[config.mk]
export PLATFORM = sky130hd
export DESIGN_NAME = multi_channel_input_debouncer_unit
export DESIGN_NICKNAME = d
export VERILOG_FILES = /design/src/rtl/core/dbnc_pkg.sv /design/src/rtl/core/dbnc_ram.sv /design/src/rtl/core/dbnc_lane.sv /design/src/rtl/core/multi_channel_input_debouncer_unit.sv
export SDC_FILE = /design/constraint.sdc
export NUM_CORES = 1
export LEC_CHECK = 0
export BUFFER_PORTS_ARGS = -buffer_cell sky130_fd_sc_hd__buf_2
export CORE_MARGIN = 3
export CORE_UTILIZATION = 30
export CTS_BUF_LIST = sky130_fd_sc_hd__clkbuf_8
export DETAILED_ROUTE_END_ITERATION = 10
export HOLD_SLACK_MARGIN = 0.06
export SYNTH_ARGS = -nofsm -noshare
export SYNTH_HDL_FRONTEND = slang
export SYNTH_SLANG_ARGS = --single-unit
[constraint.sdc]
create_clock -name clk -period 14.72 [get_ports clk]
set_clock_uncertainty 0.1 [all_clocks]
set_input_delay 2.944 -clock clk [delete_from_list [all_inputs] [get_ports clk]]
set_output_delay 2.944 -clock clk [all_outputs]
set_load 0.01 [all_outputs]
[src/rtl/core/dbnc_pkg.sv]
// Package: shared types, constants and command codes of the input debouncer.
`default_nettype none

package dbnc_pkg;

    localparam int CHANNELS  = 32;
    localparam int MAX_LANES = 32;
    localparam int LANES     = (CHANNELS > MAX_LANES) ? MAX_LANES : CHANNELS;
    localparam int LANE_W    = (LANES > 1) ? $clog2(LANES) : 1;
    localparam int CNT_W     = 8;
    localparam int CH_W      = 6;

    localparam logic [CNT_W-1:0] CNT_MAX = '1;

    typedef enum logic {
        CMD_TICK = 1'b0,
        CMD_SET  = 1'b1
    } cmd_t;

    typedef struct packed {
        cmd_t            command;
        logic [31:0]     raw_levels;
        logic [CH_W-1:0] channel;
        logic            debounce_enable;
        logic [7:0]      debounce_ticks;
    } cmd_beat_t;

    typedef struct packed {
        logic [31:0] debounced_levels;
        logic        setting_accepted;
    } rsp_beat_t;

    // One channel's setting, as held in the setting memory
    typedef struct packed {
        logic             enable;
        logic [CNT_W-1:0] ticks;
    } lane_cfg_t;

    // Per-channel view handed to the update logic
    typedef struct packed {
        lane_cfg_t        cfg;
        logic [CNT_W-1:0] count;
        logic             cur;
        logic             old;
    } lane_state_t;

    localparam int CFG_W = $bits(lane_cfg_t);

endpackage

`default_nettype wire

[src/rtl/core/dbnc_ram.sv]
// Generic single-port-write, single-port-read RAM with registered read data.
`default_nettype none

module dbnc_ram #(
    parameter int WIDTH = 8,
    parameter int DEPTH = 32
) (
    input  wire logic                                   clk,
    input  wire logic                                   wr_en,
    input  wire logic [((DEPTH > 1) ? $clog2(DEPTH) : 1)-1:0] wr_addr,
    input  wire logic [WIDTH-1:0]                       wr_data,
    input  wire logic                                   rd_en,
    input  wire logic [((DEPTH > 1) ? $clog2(DEPTH) : 1)-1:0] rd_addr,
    output logic      [WIDTH-1:0]                       rd_data
);

    logic [WIDTH-1:0] mem [DEPTH];

    always_ff @(posedge clk)
    begin
        if (wr_en)
        begin
            mem[wr_addr] <= wr_data;
        end
        if (rd_en)
        begin
            rd_data <= mem[rd_addr];
        end
    end

endmodule

`default_nettype wire

[src/rtl/core/dbnc_lane.sv]
// Per-channel counter update: mismatch count, threshold test, level adoption.
`default_nettype none

module dbnc_lane
    import dbnc_pkg::*;
(
    input  wire lane_state_t      lane,
    output logic [CNT_W-1:0]      count_next,
    output logic                  adopt
);

    logic [CNT_W-1:0] limit;
    logic [CNT_W-1:0] bumped;

    always_comb
    begin
        limit  = lane.cfg.enable ? lane.cfg.ticks : '0;
        bumped = (lane.count != CNT_MAX) ? lane.count + CNT_W'(1) : lane.count;
        adopt  = 1'b0;
        if (lane.cur != lane.old)
        begin
            if (bumped >= limit)
            begin
                adopt      = 1'b1;
                count_next = '0;
            end
            else
            begin
                count_next = bumped;
            end
        end
        else
        begin
            count_next = '0;
        end
    end

endmodule

`default_nettype wire

[src/rtl/core/multi_channel_input_debouncer_unit.sv]
// Top level: multi-channel counter-based input debouncer.
//
//   port group  dir  type        beat
//   cmd_*       in   cmd_beat_t  tick (raw sample vector) or set (one channel's setting)
//   rsp_*       out  rsp_beat_t  debounced vector after the beat, setting_accepted flag
//
// A tick walks the channels one per cycle, paced by the single read port of the count
// and setting memories. A set beat writes the setting memory in its acceptance cycle;
// one beat per cycle while no result waits in the pending slot.
// Reset clears the debounced vector and the per-entry valid bits (an entry never written
// reads as zero); no clearing pass, the block is ready right after reset.
// A stalled result sits in the output register (or one pending slot) while the next
// beat is taken; cmd_ready drops while a tick is being walked or a result waits in
// the pending slot.
`default_nettype none

module multi_channel_input_debouncer_unit
    import dbnc_pkg::*;
(
    input  wire logic      clk,
    input  wire logic      rst_n,
    input  wire logic      cmd_valid,
    output logic           cmd_ready,
    input  wire cmd_beat_t cmd_beat,
    output logic           rsp_valid,
    input  wire logic      rsp_ready,
    output rsp_beat_t      rsp_beat
);

    // walk control
    logic              issue_reg;
    logic [LANE_W-1:0] iss_idx_reg;
    logic              s2_valid_reg;
    logic              s2_last_reg;
    logic [LANE_W-1:0] s2_idx_reg;
    logic [31:0]       raw_reg;

    // debounced vector
    logic [31:0]       stable_reg;
    logic [31:0]       stable_next;

    // valid bits standing in for the all-zero reset of both memories
    logic [LANES-1:0]  cnt_vld_reg;
    logic [LANES-1:0]  cfg_vld_reg;
    logic              cnt_rd_vld_reg;
    logic              cfg_rd_vld_reg;

    // result path
    logic              rsp_valid_reg;
    rsp_beat_t         rsp_beat_reg;
    logic              pend_reg;
    logic              pend_acc_reg;

    logic              accept;
    logic              acc_tick;
    logic              acc_set;
    logic              set_hit;
    logic              busy;
    logic              slot_free;
    logic              done;
    logic              done_acc;

    logic [CNT_W-1:0]  cnt_rd_data;
    logic [CFG_W-1:0]  cfg_rd_data;
    lane_state_t       lane;
    logic [CNT_W-1:0]  cnt_wr_data;
    logic              adopt;
    lane_cfg_t         set_cfg;

    assign busy      = issue_reg | s2_valid_reg;
    assign cmd_ready = ~busy & ~pend_reg;
    assign accept    = cmd_valid & cmd_ready;
    assign acc_tick  = accept & (cmd_beat.command == CMD_TICK);
    assign acc_set   = accept & (cmd_beat.command == CMD_SET);
    assign set_hit   = ({1'b0, cmd_beat.channel} < 7'(LANES));
    assign slot_free = ~rsp_valid_reg | rsp_ready;

    assign set_cfg.enable = cmd_beat.debounce_enable;
    assign set_cfg.ticks  = cmd_beat.debounce_ticks;

    // Count memory: read-modify-write during the walk. Reads and the writeback of
    // the same entry never overlap: the walk reads ahead by one entry and a new beat
    // is taken only after the last writeback.
    dbnc_ram #(
        .WIDTH (CNT_W),
        .DEPTH (LANES)
    ) u_cnt_ram (
        .clk     (clk),
        .wr_en   (s2_valid_reg),
        .wr_addr (s2_idx_reg),
        .wr_data (cnt_wr_data),
        .rd_en   (issue_reg),
        .rd_addr (iss_idx_reg),
        .rd_data (cnt_rd_data)
    );

    // Setting memory: written by set beats (only while no walk runs), read by the walk.
    dbnc_ram #(
        .WIDTH (CFG_W),
        .DEPTH (LANES)
    ) u_cfg_ram (
        .clk     (clk),
        .wr_en   (acc_set & set_hit),
        .wr_addr (cmd_beat.channel[LANE_W-1:0]),
        .wr_data (set_cfg),
        .rd_en   (issue_reg),
        .rd_addr (iss_idx_reg),
        .rd_data (cfg_rd_data)
    );

    always_comb
    begin
        lane.cfg   = cfg_rd_vld_reg ? lane_cfg_t'(cfg_rd_data) : '0;
        lane.count = cnt_rd_vld_reg ? cnt_rd_data : '0;
        lane.cur   = raw_reg[5'(s2_idx_reg)];
        lane.old   = stable_reg[5'(s2_idx_reg)];
    end

    dbnc_lane u_lane (
        .lane       (lane),
        .count_next (cnt_wr_data),
        .adopt      (adopt)
    );

    always_comb
    begin
        stable_next = stable_reg;
        if (s2_valid_reg && adopt)
        begin
            stable_next[5'(s2_idx_reg)] = lane.cur;
        end
    end

    // A result is ready at the end of a walk or in the cycle a set beat is taken.
    assign done     = acc_set | (s2_valid_reg & s2_last_reg);
    assign done_acc = acc_set & set_hit;

    always_ff @(posedge clk or negedge rst_n)
    begin
        if (!rst_n)
        begin
            issue_reg      <= 1'b0;
            iss_idx_reg    <= '0;
            s2_valid_reg   <= 1'b0;
            s2_last_reg    <= 1'b0;
            s2_idx_reg     <= '0;
            raw_reg        <= '0;
            stable_reg     <= '0;
            cnt_vld_reg    <= '0;
            cfg_vld_reg    <= '0;
            cnt_rd_vld_reg <= 1'b0;
            cfg_rd_vld_reg <= 1'b0;
            rsp_valid_reg  <= 1'b0;
            pend_reg       <= 1'b0;
            pend_acc_reg   <= 1'b0;
        end
        else
        begin
            // read issue, one channel per cycle; the raw sample is held for the walk
            if (acc_tick)
            begin
                issue_reg   <= 1'b1;
                iss_idx_reg <= '0;
                raw_reg     <= cmd_beat.raw_levels;
            end
            else if (issue_reg)
            begin
                if (iss_idx_reg == LANE_W'(LANES - 1))
                begin
                    issue_reg <= 1'b0;
                end
                else
                begin
                    iss_idx_reg <= iss_idx_reg + LANE_W'(1);
                end
            end

            s2_valid_reg <= issue_reg;
            s2_idx_reg   <= iss_idx_reg;
            s2_last_reg  <= (iss_idx_reg == LANE_W'(LANES - 1));
            if (issue_reg)
            begin
                cnt_rd_vld_reg <= cnt_vld_reg[iss_idx_reg];
                cfg_rd_vld_reg <= cfg_vld_reg[iss_idx_reg];
            end

            // writeback
            stable_reg <= stable_next;
            if (s2_valid_reg)
            begin
                cnt_vld_reg[s2_idx_reg] <= 1'b1;
            end
            if (acc_set && set_hit)
            begin
                cfg_vld_reg[cmd_beat.channel[LANE_W-1:0]] <= 1'b1;
            end

            // result register and pending slot
            if (rsp_valid_reg && rsp_ready)
            begin
                rsp_valid_reg <= 1'b0;
            end
            if (done)
            begin
                if (slot_free)
                begin
                    rsp_valid_reg <= 1'b1;
                end
                else
                begin
                    pend_reg     <= 1'b1;
                    pend_acc_reg <= done_acc;
                end
            end
            else if (pend_reg && slot_free)
            begin
                rsp_valid_reg <= 1'b1;
                pend_reg      <= 1'b0;
            end
        end
    end

    // Result payload. The debounced vector does not move while a result is pending,
    // so the pending slot only keeps the flag.
    always_ff @(posedge clk)
    begin
        if (done && slot_free)
        begin
            rsp_beat_reg.debounced_levels <= stable_next;
            rsp_beat_reg.setting_accepted <= done_acc;
        end
        else if (pend_reg && slot_free)
        begin
            rsp_beat_reg.debounced_levels <= stable_reg;
            rsp_beat_reg.setting_accepted <= pend_acc_reg;
        end
    end

    assign rsp_valid = rsp_valid_reg;
    assign rsp_beat  = rsp_beat_reg;

endmodule

`default_nettype wire

==> Yosys cells after proc, flatten, opt, wreduce, memory -nomap -nowiden <==
Memory sizes are Yosys's and may differ from the RTL's. A register that Yosys moved wholly into a read port is not among the register bits.
Index checks and enable logic that the tools add are counted.
{ "word_totals": {"regBits": 179, "ram_bits": 544, "inputBits": 52, "out_inout_bits": 35, "word_cells": 102, "mem_count": 2} }
{ "classes": {"n_addsub": 2, "n_lt_le_gt_ge": 7, "n_eq_ne": 5, "mux": 41, "bitwise_logic": 16, "n_reduce_logical": 13} }
{ "memory_table": {"columns": ["memory", "depth", "word_bits", "read_ports", "rd_ports_with_merged_regs", "write_ports", "line_no", "source"], "rows": [
  ["u_cfg_ram.mem", 32, 9, 1, 1, 1, "dbnc_ram.sv:17", "logic [WIDTH-1:0] mem [DEPTH];"],
  ["u_cnt_ram.mem", 32, 8, 1, 1, 1, "dbnc_ram.sv:17", null]
]} }
{ "ops": {"columns": ["operator", "count"], "rows": [
  ["$mux W33", 2],
  ["$or A32 B32 Y32", 2],
  ["$mux W8", 5],
  ["$bwmux W32", 1],
  ["$mux W32", 1],
  ["$mux W1", 22],
  ["$bmux W1 S5", 4],
  ["$lt A5 B6 Y1 const B", 3],
  ["$mux W5", 3],
  ["$demux W1 S5", 2],
  ["$ge A5 B1 Y1 const B", 2],
  ["$mux W9", 1],
  ["$add A8 B1 Y8 const B", 1],
  ["$ge A8 B8 Y1", 1],
  ["$ne A8 B8 Y1 const B", 1],
  ["$logic_and A1 B1 Y1", 7],
  ["$and A1 B1 Y1", 6],
  ["$lt A6 B6 Y1 const B", 1],
  ["$reduce_and A2 Y1", 3],
  ["$reduce_bool A2 Y1", 3],
  ["$add A5 B1 Y5 const B", 1],
  ["$eq A5 B5 Y1 const B", 1],
  ["$not A1 Y1", 5],
  ["$ne A2 B2 Y1 const B", 2],
  ["2 further kinds", 4]
]} }

==> Longest topological paths before layout <==
Gate-level depths: netlist (run 1).
{ "depth": {"depth_word": 9, "mapped_depth": 16, "ltp_nobuf": 13} }

==> Hierarchy <==
From an unflattened synthesis (run 1), not the netlist that was laid out.
{ "unflattened": {"hier_cells": 1617, "hier_area_um2": 30352.9} }
{ "by_module_without_submodules": {"columns": ["module", "instances", "cells_per_inst", "area_each_um2", "seq_area_each_um2"], "rows": [
  ["dbnc_ram at u_cfg_ram", 1, 463, 11372.2, 8918.6],
  ["dbnc_ram at u_cnt_ram", 1, 417, 10133.5, 7927.6],
  ["multi_channel_input_debouncer_unit", 1, 668, 8305.5, 4644.5],
  ["dbnc_lane", 1, 69, 541.8, 0.0]
]} }

==> Least setup slack after synthesis (run 1) <==
OpenSTA, ideal clock, no wires.
{ "synth_timing": {"kind": "input to register", "start": "input port cmd_valid", "end": "register rsp_beat_reg (netlist bit rsp_beat[0]), enable pin", "setup_ns": 0.423, "arrival_time_ns": 4.951, "t_required_ns": 14.197, "slack_ns": 9.246, "cell_stages": 4, "path_buffers": 0, "path_cell_list": "nand2_1 > o41ai_1 > nor2_1 > nor2_1"} }
{ "synth_via": {"elab_chain_len": 5} }
{ "synth_lines": {"columns": ["element", "line_no", "source"], "rows": [
  ["start, declared", "multi_channel_input_debouncer_unit.sv:22", "input wire logic cmd_valid,"],
  ["$and A1 B1 Y1", "multi_channel_input_debouncer_unit.sv:72", "assign accept = cmd_valid & cmd_ready;"],
  ["$and A1 B1 Y1", "multi_channel_input_debouncer_unit.sv:74", "assign acc_set = accept & (cmd_beat.command == CMD_SET);"],
  ["$or A1 B1 Y1", "multi_channel_input_debouncer_unit.sv:135", "assign done = acc_set | (s2_valid_reg & s2_last_reg);"],
  ["$logic_and A1 B1 Y1", "multi_channel_input_debouncer_unit.sv:227", "if (done && slot_free)"],
  ["$reduce_bool A2 Y1 (no source line)", null, null],
  ["end, declared", "multi_channel_input_debouncer_unit.sv:50", "rsp_beat_t rsp_beat_reg;"]
]} }
No other way between the ends.
A chain may end at the register's enable or synchronous reset.

==> Worst setup path after layout (run 1) <==
{ "layout_timing": {"start": "register cnt_rd_vld_reg", "end": "memory u_cnt_ram.mem[24][5], in the netlist u_cnt_ram.mem[12][5] (data pin)"} }
{ "layout_via": {"elab_chain_len": 6, "word_cells_on_any_way": 7, "cone_classes": "add/sub: 1; order compare: 1; eq/ne: 1; mux: 4"} }
{ "layout_lines": {"columns": ["element", "line_no", "source"], "rows": [
  ["start, declared", "multi_channel_input_debouncer_unit.sv:45", "logic cnt_rd_vld_reg;"],
  ["start signal, assigned", "multi_channel_input_debouncer_unit.sv:183", "cnt_rd_vld_reg <= cnt_vld_reg[iss_idx_reg];"],
  ["$mux W8 (*)", "multi_channel_input_debouncer_unit.sv:114", "lane.count = cnt_rd_vld_reg ? cnt_rd_data : '0;"],
  ["$add A8 B1 Y8 / $ne A8 B8 Y1 (equally long branches)", "dbnc_lane.sv:18", "bumped = (lane.count != CNT_MAX) ? lane.count + CNT_W'(1) : lane.count;"],
  ["$mux W8 (*)", "dbnc_lane.sv:18", null],
  ["$ge A8 B8 Y1", "dbnc_lane.sv:22", "if (bumped >= limit)"],
  ["$mux W8 (*)", "dbnc_lane.sv:22", null],
  ["$mux W8 (*)", "dbnc_lane.sv:20", "if (lane.cur != lane.old)"],
  ["via cnt_wr_data[5]", "multi_channel_input_debouncer_unit.sv:66", "logic [CNT_W-1:0] cnt_wr_data;"],
  ["end, declared", "dbnc_ram.sv:17", null]
]} }
The timed path passes the listed nets; every way through them passes the cells marked *.

==> results.json, run 1 <==
{
  "grtUsageTotal_pct": 13.57,
  "tightest_slew_ns": 1.354,
  "maxCapViolCount": 0,
  "die_w_um": 322.8,
  "synth_top_family_by_area": "multiplexers",
  "syn_nets": 1692,
  "slew_violations": 0,
  "largest_reg_flops": 288,
  "multiInputGateArea_mm2": 0.008255,
  "crit_arrival_ns": 6.18,
  "start_util_pct": 30.41,
  "cts_max_path_buffers": 3,
  "ys_seq_area_share_pct": 71.39,
  "finalSetupTns_ns": 0,
  "ir_worst_vdd_uv": 161.7,
  "antenna_left": 0,
  "drt_first_pass_iters": 7,
  "cp-end-kind": "register",
  "period_minus_slack_ns": 5.969,
  "cts_buffers": 112,
  "power.leakage_uw": 0.01169,
  "grt_remaining_overflow": 0,
  "hold_viol": 0,
  "ys_warn_count": 0,
  "min_path_type": "register to register",
  "relSlewSlack_pct": 9.705,
  "synth_compound_area_share_pct": 4.531,
  "synthCells": 1629,
  "status": "completed",
  "dp_hpwl_mm": 43.48,
  "io_buffers": 86,
  "fmax_mhz": 167.5,
  "grt_pass1_wl_mm": 106.8,
  "cts-resized-gates": 0,
  "root_buffer": "clkbuf_8",
  "cts_hold_buf": 0,
  "synth_cell_types": 47,
  "rsz0062_at_grt": "no",
  "drive_above_1_share_pct": 33.48,
  "mostFrequentLayoutCells": "edfxtp_1 (594), mux4_2 (190), dfrtp_1 (141)",
  "dieArea_mm2": 0.1042,
  "placementRows": 115,
  "first_iter_violations": 1523,
  "htree_num_levels": 3,
  "worstPathRequired_ns": 14.94,
  "grt_pass1_vias": 16790,
  "globalplace.congestion": 0.7987,
  "synth_largest_area_cell": "edfxtp_1",
  "die_height_um": 322.8,
  "synthMuxAreaShare_pct": 17.42,
  "synth_xor_area_share_pct": 0.2328,
  "ys_seq_elements": 740,
  "fin_crit_sh_pct": 40.55,
  "clkSlewWorstSetupHoldPaths_ns": 0.06,
  "remaining_drc_errors": 0,
  "netlist_area_mm2": 0.03010,
  "start_kind": "register",
  "nFillCells": 9229,
  "cts.sinks": 740,
  "synth_top_cell_area_share_pct": 59.25,
  "synth_ff_type": "edfxtp_1",
  "wl_mm": 71.24,
  "critical_path_class": "register to register",
  "final-setup-viol-count": 0,
  "synth_fa_ha_area_share_pct": 0.4572,
  "io_pins": 87,
  "yosys.area_share.simple_pct": 4.572,
  "avgSynthCellArea_um2": 18.48,
  "nets": 1845,
  "tritoncts": "built",
  "cts_setup_buffers": 0,
  "async_flop_share_pct": 19.73,
  "synth_top_cells_by_area": "edfxtp_1 (59%), mux4_2 (14%), dfrtp_1 (12%)",
  "holdWs_ns": 0.3597,
  "vias": 16130,
  "grt_start_max_net_pins": 113,
  "area_growth_syn_to_layout_pct": 14.19,
  "layout_commonest_cell": "edfxtp_1",
  "pwr_density_cell_mw_per_mm2": 198.5,
  "final-seq-area_mm2": 0.02150,
  "vias_per_cell": 5.094,
  "synth-edff-count": 594,
  "critPathMaxFanout": 51,
  "clock_latency_ns": 0.72,
  "core_region_area_mm2": 0.09899,
  "antenna_found_initial": 6,
  "reg2reg_slack_ns": 8.75,
  "routedWlPerCell_um": 22.50
}
[path summary, 6_finish.rpt]
check                           startpoint                   end  cells past startpoint
max                         cnt_rd_vld_reg  u_cnt_ram.mem[12][5]                     12
min                        cnt_vld_reg[26]       cnt_vld_reg[26]                      1
max reg2reg                 cnt_rd_vld_reg  u_cnt_ram.mem[12][5]                     12
min reg2reg                cnt_vld_reg[26]       cnt_vld_reg[26]                      1
max in group asynchronous            rst_n        iss_idx_reg[0]                      2
min in group asynchronous            rst_n            raw_reg[8]                      1
[synthesized netlist by cell type, types with 3 or more instances]
cell type,number
o21ai_0,55
o22ai_1,16
o41ai_1,33
mux2i_1,39
nand3_1,8
nor2b_1,5
dfrtp_1,146
buf_2,12
nor3_1,3
o31ai_1,11
ha_1,11
nand3b_1,5
mux2_2,51
clkbuf_1,73
or2_2,75
and2_1,5
edfxtp_1,594
or3_1,7
xor2_1,6
mux4_2,190
a21oi_1,108
nand2b_1,5
and3_1,3
nor4_4,3
buf_6,3
buf_1,10
nor2_1,89
nand2_1,34
[layout make-up]
type	instances	share of cell area, %
Sequential cell	740	62.55
Multi-Input combinational cell	788	24.02
Clock buffer	128	5.125
Tap cell	1287	4.684
Timing Repair Buffer	138	2.442
Clock inverter	80	1.139
Inverter	2	0.02184
Antenna cell	3	0.02184
[report_power, final]
| part | internal, µW | switching [µW] |
|---|---|---|
| sequential | 2730 | 242 |
| clock | 827 | 778 |
| combinational | 918 | 1330 |
[cell families after synthesis]
family                   Yosys count
AND/OR/NAND/NOR                  257
XOR/XNOR                           8
multiplexers                     280
buffers and inverters            101
flip-flops                       740
adder cells (fa/ha/maj)           11
AO/OA/AOI/OAI                    232
[metrics by stage]
step / power [µW] / setup slack [ns] / area (µm²) / cells / util [%]
final: 6824 / 8.751 / 34380 / 3166 / 34.72
after floorplan: 4521 / 9.246 / 30100 / 1629 / -
after CTS: 6868 / 8.830 / 34350 / 3163 / 34.70
after detailed placement: 5254 / 8.860 / 32200 / 2955 / 32.53
after global routing: 7157 / 8.327 / 34370 / 3165 / 34.72
after global placement: 5190 / 9.121 / 32200 / 2955 / 32.53
[critical path, stage by stage (launching register included)]
cell and delay (ns):
dfrtp_1 0.52, and2_1 0.23, ha_1 0.21, nand3_1 0.12, nor3_1 0.50, or3_1 0.20
xor2_1 0.23, ha_1 0.30, a211o_1 0.28, a41oi_2 0.70, or2_2 1.01, nand2_1 0.17
a21oi_2 1.00
[routing by layer]
| layer | vias up | global-route usage, % | share of wire [%] |
|---|---|---|---|
| met4 | 2 | 4.416 | 2.2 |
| met1 | 8505 | 17.80 | 41 |
| met2 | 606 | 22.81 | 51 |
| met3 | 117 | 2.522 | 6.0 |
| met5 | - | 0 | 0.017 |
| li1 | 6898 | - | - |
No activity file was read; power rests on OpenSTA's default activity.
==> inputs of run 2 (changes only) <==
- clock period: 14.72 -> 5 ns (I/O delays scaled with it)
==> run 2 against run 1 <==
Global-route usage increased by 0.052 points; total power increased to 3.0 times the previous value; sequential cell count stayed put; largest power group unchanged; highest routed layer unchanged.
==> results.json, run 2 (synthesis gave the netlist of run 1 again) <==
{
  "status": "completed",
  "grtUsageMet2_pct": 22.87,
  "finalSetupTns_ns": 0,
  "cp-end-kind": "register",
  "busiest_layer": "met2",
  "mostFrequentLayoutCells": "edfxtp_1 (594), mux4_2 (190), dfrtp_1 (141)",
  "globalplace.congestion": 0.8308,
  "placementRows": 115,
  "min_path_type": "input pin to asynchronous set/reset pin",
  "final_util_pct": 35.16,
  "tightest_slew_ns": 1.340,
  "drt_first_pass_iters": 5,
  "pwr_density_cell_mw_per_mm2": 584.0,
  "fmax_mhz": 218.6,
  "relSlewSlack_pct": 10.66,
  "antenna_left": 0,
  "antenna_found_initial": 7,
  "cts_buffers": 113,
  "critPathMaxFanout": 32,
  "clock_latency_ns": 0.76,
  "layout_commonest_cell": "edfxtp_1",
  "cpMostUsedCell": "ha_1",
  "first_iter_violations": 1722,
  "die_w_um": 322.8,
  "gr-usage-met3_pct": 2.585,
  "grt_use_met1_pct": 18.01,
  "io_buffers": 86,
  "critical_path_class": "register to register",
  "cts_setup_buffers": 0,
  "cp_cell_sequence": "and2_1 -> ha_1 -> nand3_1 -> nor3_1 -> nor3b_1 -> xnor2_1 -> ha_1 -> a21o_1 -> a211o_1 -> a41oi_2 -> or2_2 -> nand2_1 -> a21oi_2",
  "core_region_area_mm2": 0.09899,
  "hold_viol": 0,
  "nFillCells": 9160,
  "dp_hpwl_mm": 44.15,
  "htree_num_levels": 3,
  "cts_max_path_buffers": 3,
  "ff2ff_path_depth": 13,
  "nets": 1886,
  "cts_hold_buf": 0,
  "vias_per_cell": 5.039,
  "ir_worst_vdd_uv": 480.8,
  "io_pins": 87,
  "grt_pass1_vias": 16850,
  "grt_pass1_wl_mm": 107.3,
  "slew_violations": 0,
  "fin_crit_sh_pct": 91.47,
  "critPathSlowestCell": "a21oi_2",
  "power.leakage_uw": 0.01195,
  "rsz0062_at_grt": "no",
  "cts-resized-gates": 0,
  "start_kind": "register",
  "cts.sinks": 740,
  "root_buffer": "clkbuf_8",
  "worstPathRequired_ns": 5.24,
  "largest_reg_flops": 288,
  "maxCapViolCount": 0,
  "drive_above_1_share_pct": 35.26,
  "holdWs_ns": 0.2621,
  "vias": 16170,
  "start_util_pct": 30.41,
  "dieArea_mm2": 0.1042,
  "grt_remaining_overflow": 0,
  "grt_start_max_net_pins": 86,
  "final-setup-viol-count": 0,
  "area_growth_syn_to_layout_pct": 15.63,
  "tritoncts": "built",
  "remaining_drc_errors": 0,
  "crit_arrival_ns": 4.82,
  "die_height_um": 322.8,
  "routedWlPerCell_um": 22.18,
  "period_minus_slack_ns": 4.574,
  "critPathMaxStageDelay_ns": 0.96,
  "grtUsageTotal_pct": 13.62,
  "clkSlewWorstSetupHoldPaths_ns": 0.07,
  "wl_mm": 71.17
}
## run 2: changes by cell type in the layout (fill, tap and decap cells not counted), moves of 2 or more
cell / before / now
inv_6: 2 / 0
buf_4: 51 / 87
buf_12: 1 / 5
clkinv_2: 10 / 18
inv_1: 46 / 40
clkinv_1: 18 / 21
clkbuf_8: 128 / 122
nor2_1: 87 / 85
nor2_2: 1 / 3
clkinv_8: 0 / 3
inv_16: 0 / 2
bufinv_16: 2 / 4
## run 2: final cells by class
class                      count  area, µm²  area share, %
sequential                   740      21500          61.77
multi-input combinational    788       8253          23.71
clock buffer                 122       1679          4.824
tap                         1287       1610          4.626
timing repair buffer         178       1190          3.419
clock inverter                90      560.5          1.610
inverter                       2      7.507        0.02157
antenna                        2      5.005        0.01438
## run 2: metrics by stage
step / area (µm²) / cells / power (µW) / worst slack [ns]
global route: 34800 / 3208 / 21360 / 0.1137
global placement: 32560 / 2995 / 15350 / 0.7229
CTS: 34790 / 3207 / 20470 / 0.3913
detailed placement: 32560 / 2995 / 15550 / 0.4334
floorplan: 30100 / 1629 / 13310 / 0.07738
finish: 34810 / 3209 / 20330 / 0.4263
## run 2: path summary, 6_finish.rpt
| check | endpoint | startpoint | slack [ns] |
|---|---|---|---|
| max | u_cnt_ram.mem[28][3] | cnt_rd_vld_reg | 0.43 |
| min | raw_reg[8] | rst_n | 0.26 |
| max reg2reg | u_cnt_ram.mem[28][3] | cnt_rd_vld_reg | 0.43 |
| min reg2reg | s2_valid_reg | issue_reg | 0.36 |
| max in group asynchronous | cnt_vld_reg[2] | rst_n | 3.50 |
| min in group clk | s2_valid_reg | issue_reg | 0.36 |
## run 2: worst max-delay path: cells and delay by family, from the launching register on
kind,cells,cell delay [ns]
compound gates,4,1.58
xor+xnor,1,0.20
fa+ha+maj,2,0.42
flops,1,0.51
simple gates,6,1.37
## run 2: per-layer routing
metal,vias to the layer above,share of wire (%)
li1,6978,-
met1,8481,42
met2,612,50
met3,96,5.9
met4,4,1.8
met5,-,0.031
## run 2: power by group
part	internal [µW]	switching (µW)	total, µW	leakage (µW)
Clock	2490	2400	4890	0.00129
Combinational	2830	3850	6680	0.00357
Sequential	8020	728	8750	0.00709
Total	13300	6980	20300	0.0119
==> inputs of run 3 (changes only) <==
- CAP_MARGIN: not set -> 5
- SYNTH_HIERARCHICAL: not set -> 1
==> run 3 against run 2 <==
Worst hold slack gained 0.079 ns; core utilization decreased by 0.76 points; cell count about the same; via count down 3.1%; register-to-register slack better by 0.07 ns; critical path type unchanged; largest cell class unchanged.
==> results.json, run 3 <==
{
  "start_util_pct": 30.26,
  "cp-end-kind": "register",
  "critPathMaxFanout": 20,
  "ys_seq_area_share_pct": 70.80,
  "clkSlewWorstSetupHoldPaths_ns": 0.06,
  "dpl_cell_area_mm2": 0.03235,
  "pwr_density_cell_mw_per_mm2": 561.6,
  "first_iter_violations": 1365,
  "cts_max_path_buffers": 3,
  "syn_nets": 1680,
  "worstPathRequired_ns": 5.34,
  "cts.sinks": 740,
  "ys_seq_elements": 740,
  "die_height_um": 324.1,
  "largest_reg_flops": 288,
  "antenna_found_initial": 0,
  "grt_pass1_wl_mm": 101.1,
  "period_minus_slack_ns": 4.499,
  "ir_worst_vdd_uv": 262.4,
  "grt_start_max_net_pins": 121,
  "io_pins": 87,
  "synth_top_cells_by_area": "edfxtp_1 (59%), mux4_2 (14%), dfrtp_1 (12%)",
  "crit_arrival_ns": 4.84,
  "maxCapViolCount": 0,
  "area_growth_syn_to_layout_pct": 13.68,
  "layout_commonest_cell": "edfxtp_1",
  "clock_latency_ns": 0.72,
  "finalSetupTns_ns": 0,
  "grt_pass1_vias": 16210,
  "io_buffers": 86,
  "status": "completed",
  "fin_crit_sh_pct": 89.98,
  "fin_cells": 3208,
  "routedWlPerCell_um": 20.85,
  "tritoncts": "built",
  "synth.top_cells.by_count": "edfxtp_1 (594), mux4_2 (188), dfrtp_1 (146)",
  "core_region_area_mm2": 0.1003,
  "netlist_area_mm2": 0.03035,
  "cts_hold_buf": 0,
  "tightest_slew_ns": 1.098,
  "critical_path_class": "register to register",
  "nets": 1826,
  "placed_cells": 3003,
  "drt_first_pass_iters": 5,
  "power.leakage_uw": 0.01169,
  "synth_cell_types": 65,
  "grtUsageTotal_pct": 12.64,
  "root_buffer": "clkbuf_8",
  "final-setup-viol-count": 0,
  "dp_slack_ns": 0.1245,
  "synth_most_common_cell": "edfxtp_1",
  "setup_slack_ns": 0.5012,
  "nFillCells": 9440,
  "htree_num_levels": 3,
  "globalplace.congestion": 0.8133,
  "slew_violations": 0,
  "relSlewSlack_pct": 26.78,
  "rsz0062_at_grt": "no",
  "placementRows": 116,
  "remaining_drc_errors": 0,
  "ys_warn_count": 6,
  "die_w_um": 324.1,
  "synth-edff-count": 594,
  "cts_buffers": 114,
  "dp_hpwl_mm": 41.84,
  "grt_remaining_overflow": 0,
  "synth_ff_type": "edfxtp_1",
  "mostFrequentLayoutCells": "edfxtp_1 (594), mux4_2 (188), dfrtp_1 (142)",
  "min_path_type": "input pin to asynchronous set/reset pin",
  "avgSynthCellArea_um2": 18.77,
  "synthCells": 1617,
  "wl_mm": 66.89,
  "vias_per_cell": 4.885,
  "async_flop_share_pct": 19.73,
  "synth_top_cell_area_share_pct": 58.77,
  "design_area_mm2": 0.03450,
  "hold_viol": 0,
  "antenna_left": 0,
  "start_kind": "register",
  "vias": 15670,
  "dieArea_mm2": 0.1050,
  "fmax_mhz": 222.3,
  "drive_above_1_share_pct": 29.46,
  "reg2reg_slack_ns": 0.50,
  "synth_largest_area_cell": "edfxtp_1"
}
-- run 3: cell types whose count changed in the layout (fill, tap and decap cells not counted), moves of 16 or more --
cell / before / now
and2_1: 5 / 21
a21oi_1: 100 / 32
buf_4: 87 / 29
o41ai_1: 33 / 1
o31ai_1: 11 / 35
a21o_1: 2 / 20
nor2_1: 85 / 118
o21ai_0: 55 / 39
or2_2: 75 / 5
o21bai_1: 0 / 41
-- run 3: report_power, final --
group / internal [µW] / switching (µW) / leakage, µW
logic: 2760 / 3310 / 0.00320
registers: 7790 / 772 / 0.00725
clock network: 2450 / 2300 / 0.00124
-- run 3: timing repair --
action,4_1_cts,5_1_grt
setup buffers,0,1
endpoints found under the setup margin,0,23
gates resized for setup,0,0
-- run 3: critical path, cell delays in order (launching register included) --
cell      delay, ns
dfrtp_1        0.95
buf_4          0.42
mux4_2         0.35
a22oi_1        0.20
nand4_1        0.20
xor2_1         0.31
o41a_1         0.42
nor4bb_2       0.30
buf_4          0.26
nand2_1        0.31
o21ai_0        0.29
o31ai_1        0.11
-- run 3: per-stage QoR --
step	hold WS, ns	utilization (%)	power, µW
after floorplan	0.2889	-	12820
after global placement	0.3320	32.25	14630
after detailed placement	0.3382	32.25	14780
after CTS	0.3313	34.39	19570
after global routing	0.3447	34.40	20350
final	0.3409	34.40	19380
-- run 3: final timing paths --
| kind | startpoint | to | cells after the start |
|---|---|---|---|
| max | s2_idx_reg[1] | rsp_beat[13] | 11 |
| min | rst_n | stable_reg[3] | 1 |
| max reg2reg | s2_idx_reg[1] | rsp_beat[13] | 11 |
| min reg2reg | cnt_vld_reg[12] | cnt_vld_reg[12] | 1 |
| max in group asynchronous | rst_n | cnt_rd_vld_reg | 2 |
| min in group clk | cnt_vld_reg[12] | cnt_vld_reg[12] | 1 |
-- run 3: metal layers --
layer / global-route usage (%) / routed length [µm]
met1: 17.45 / 29160
met2: 20.20 / 32250
met3: 2.639 / 3902
met4: 3.721 / 1576
met5: 0 / 0
-- run 3: cells by family after synthesis --
logic type,count (synthesis),share of synthesized area (%)
flops,740,70.80
simple gates,281,5.293
mux,270,16.86
compound gates,215,4.761
buf+inv,95,1.682
fa+ha+maj,11,0.4534
xor+xnor,5,0.1443
-- run 3: cell type report --
class	instances	area, µm²	area share [%]
Timing Repair Buffer	118	714.4	2.071
Inverter	7	26.28	0.07615
Antenna cell	1	2.502	0.007252
Multi-Input combinational cell	782	8414	24.39
Tap cell	1357	1698	4.921
Clock buffer	125	1720	4.986
Clock inverter	78	425.4	1.233
Sequential cell	740	21500	62.32
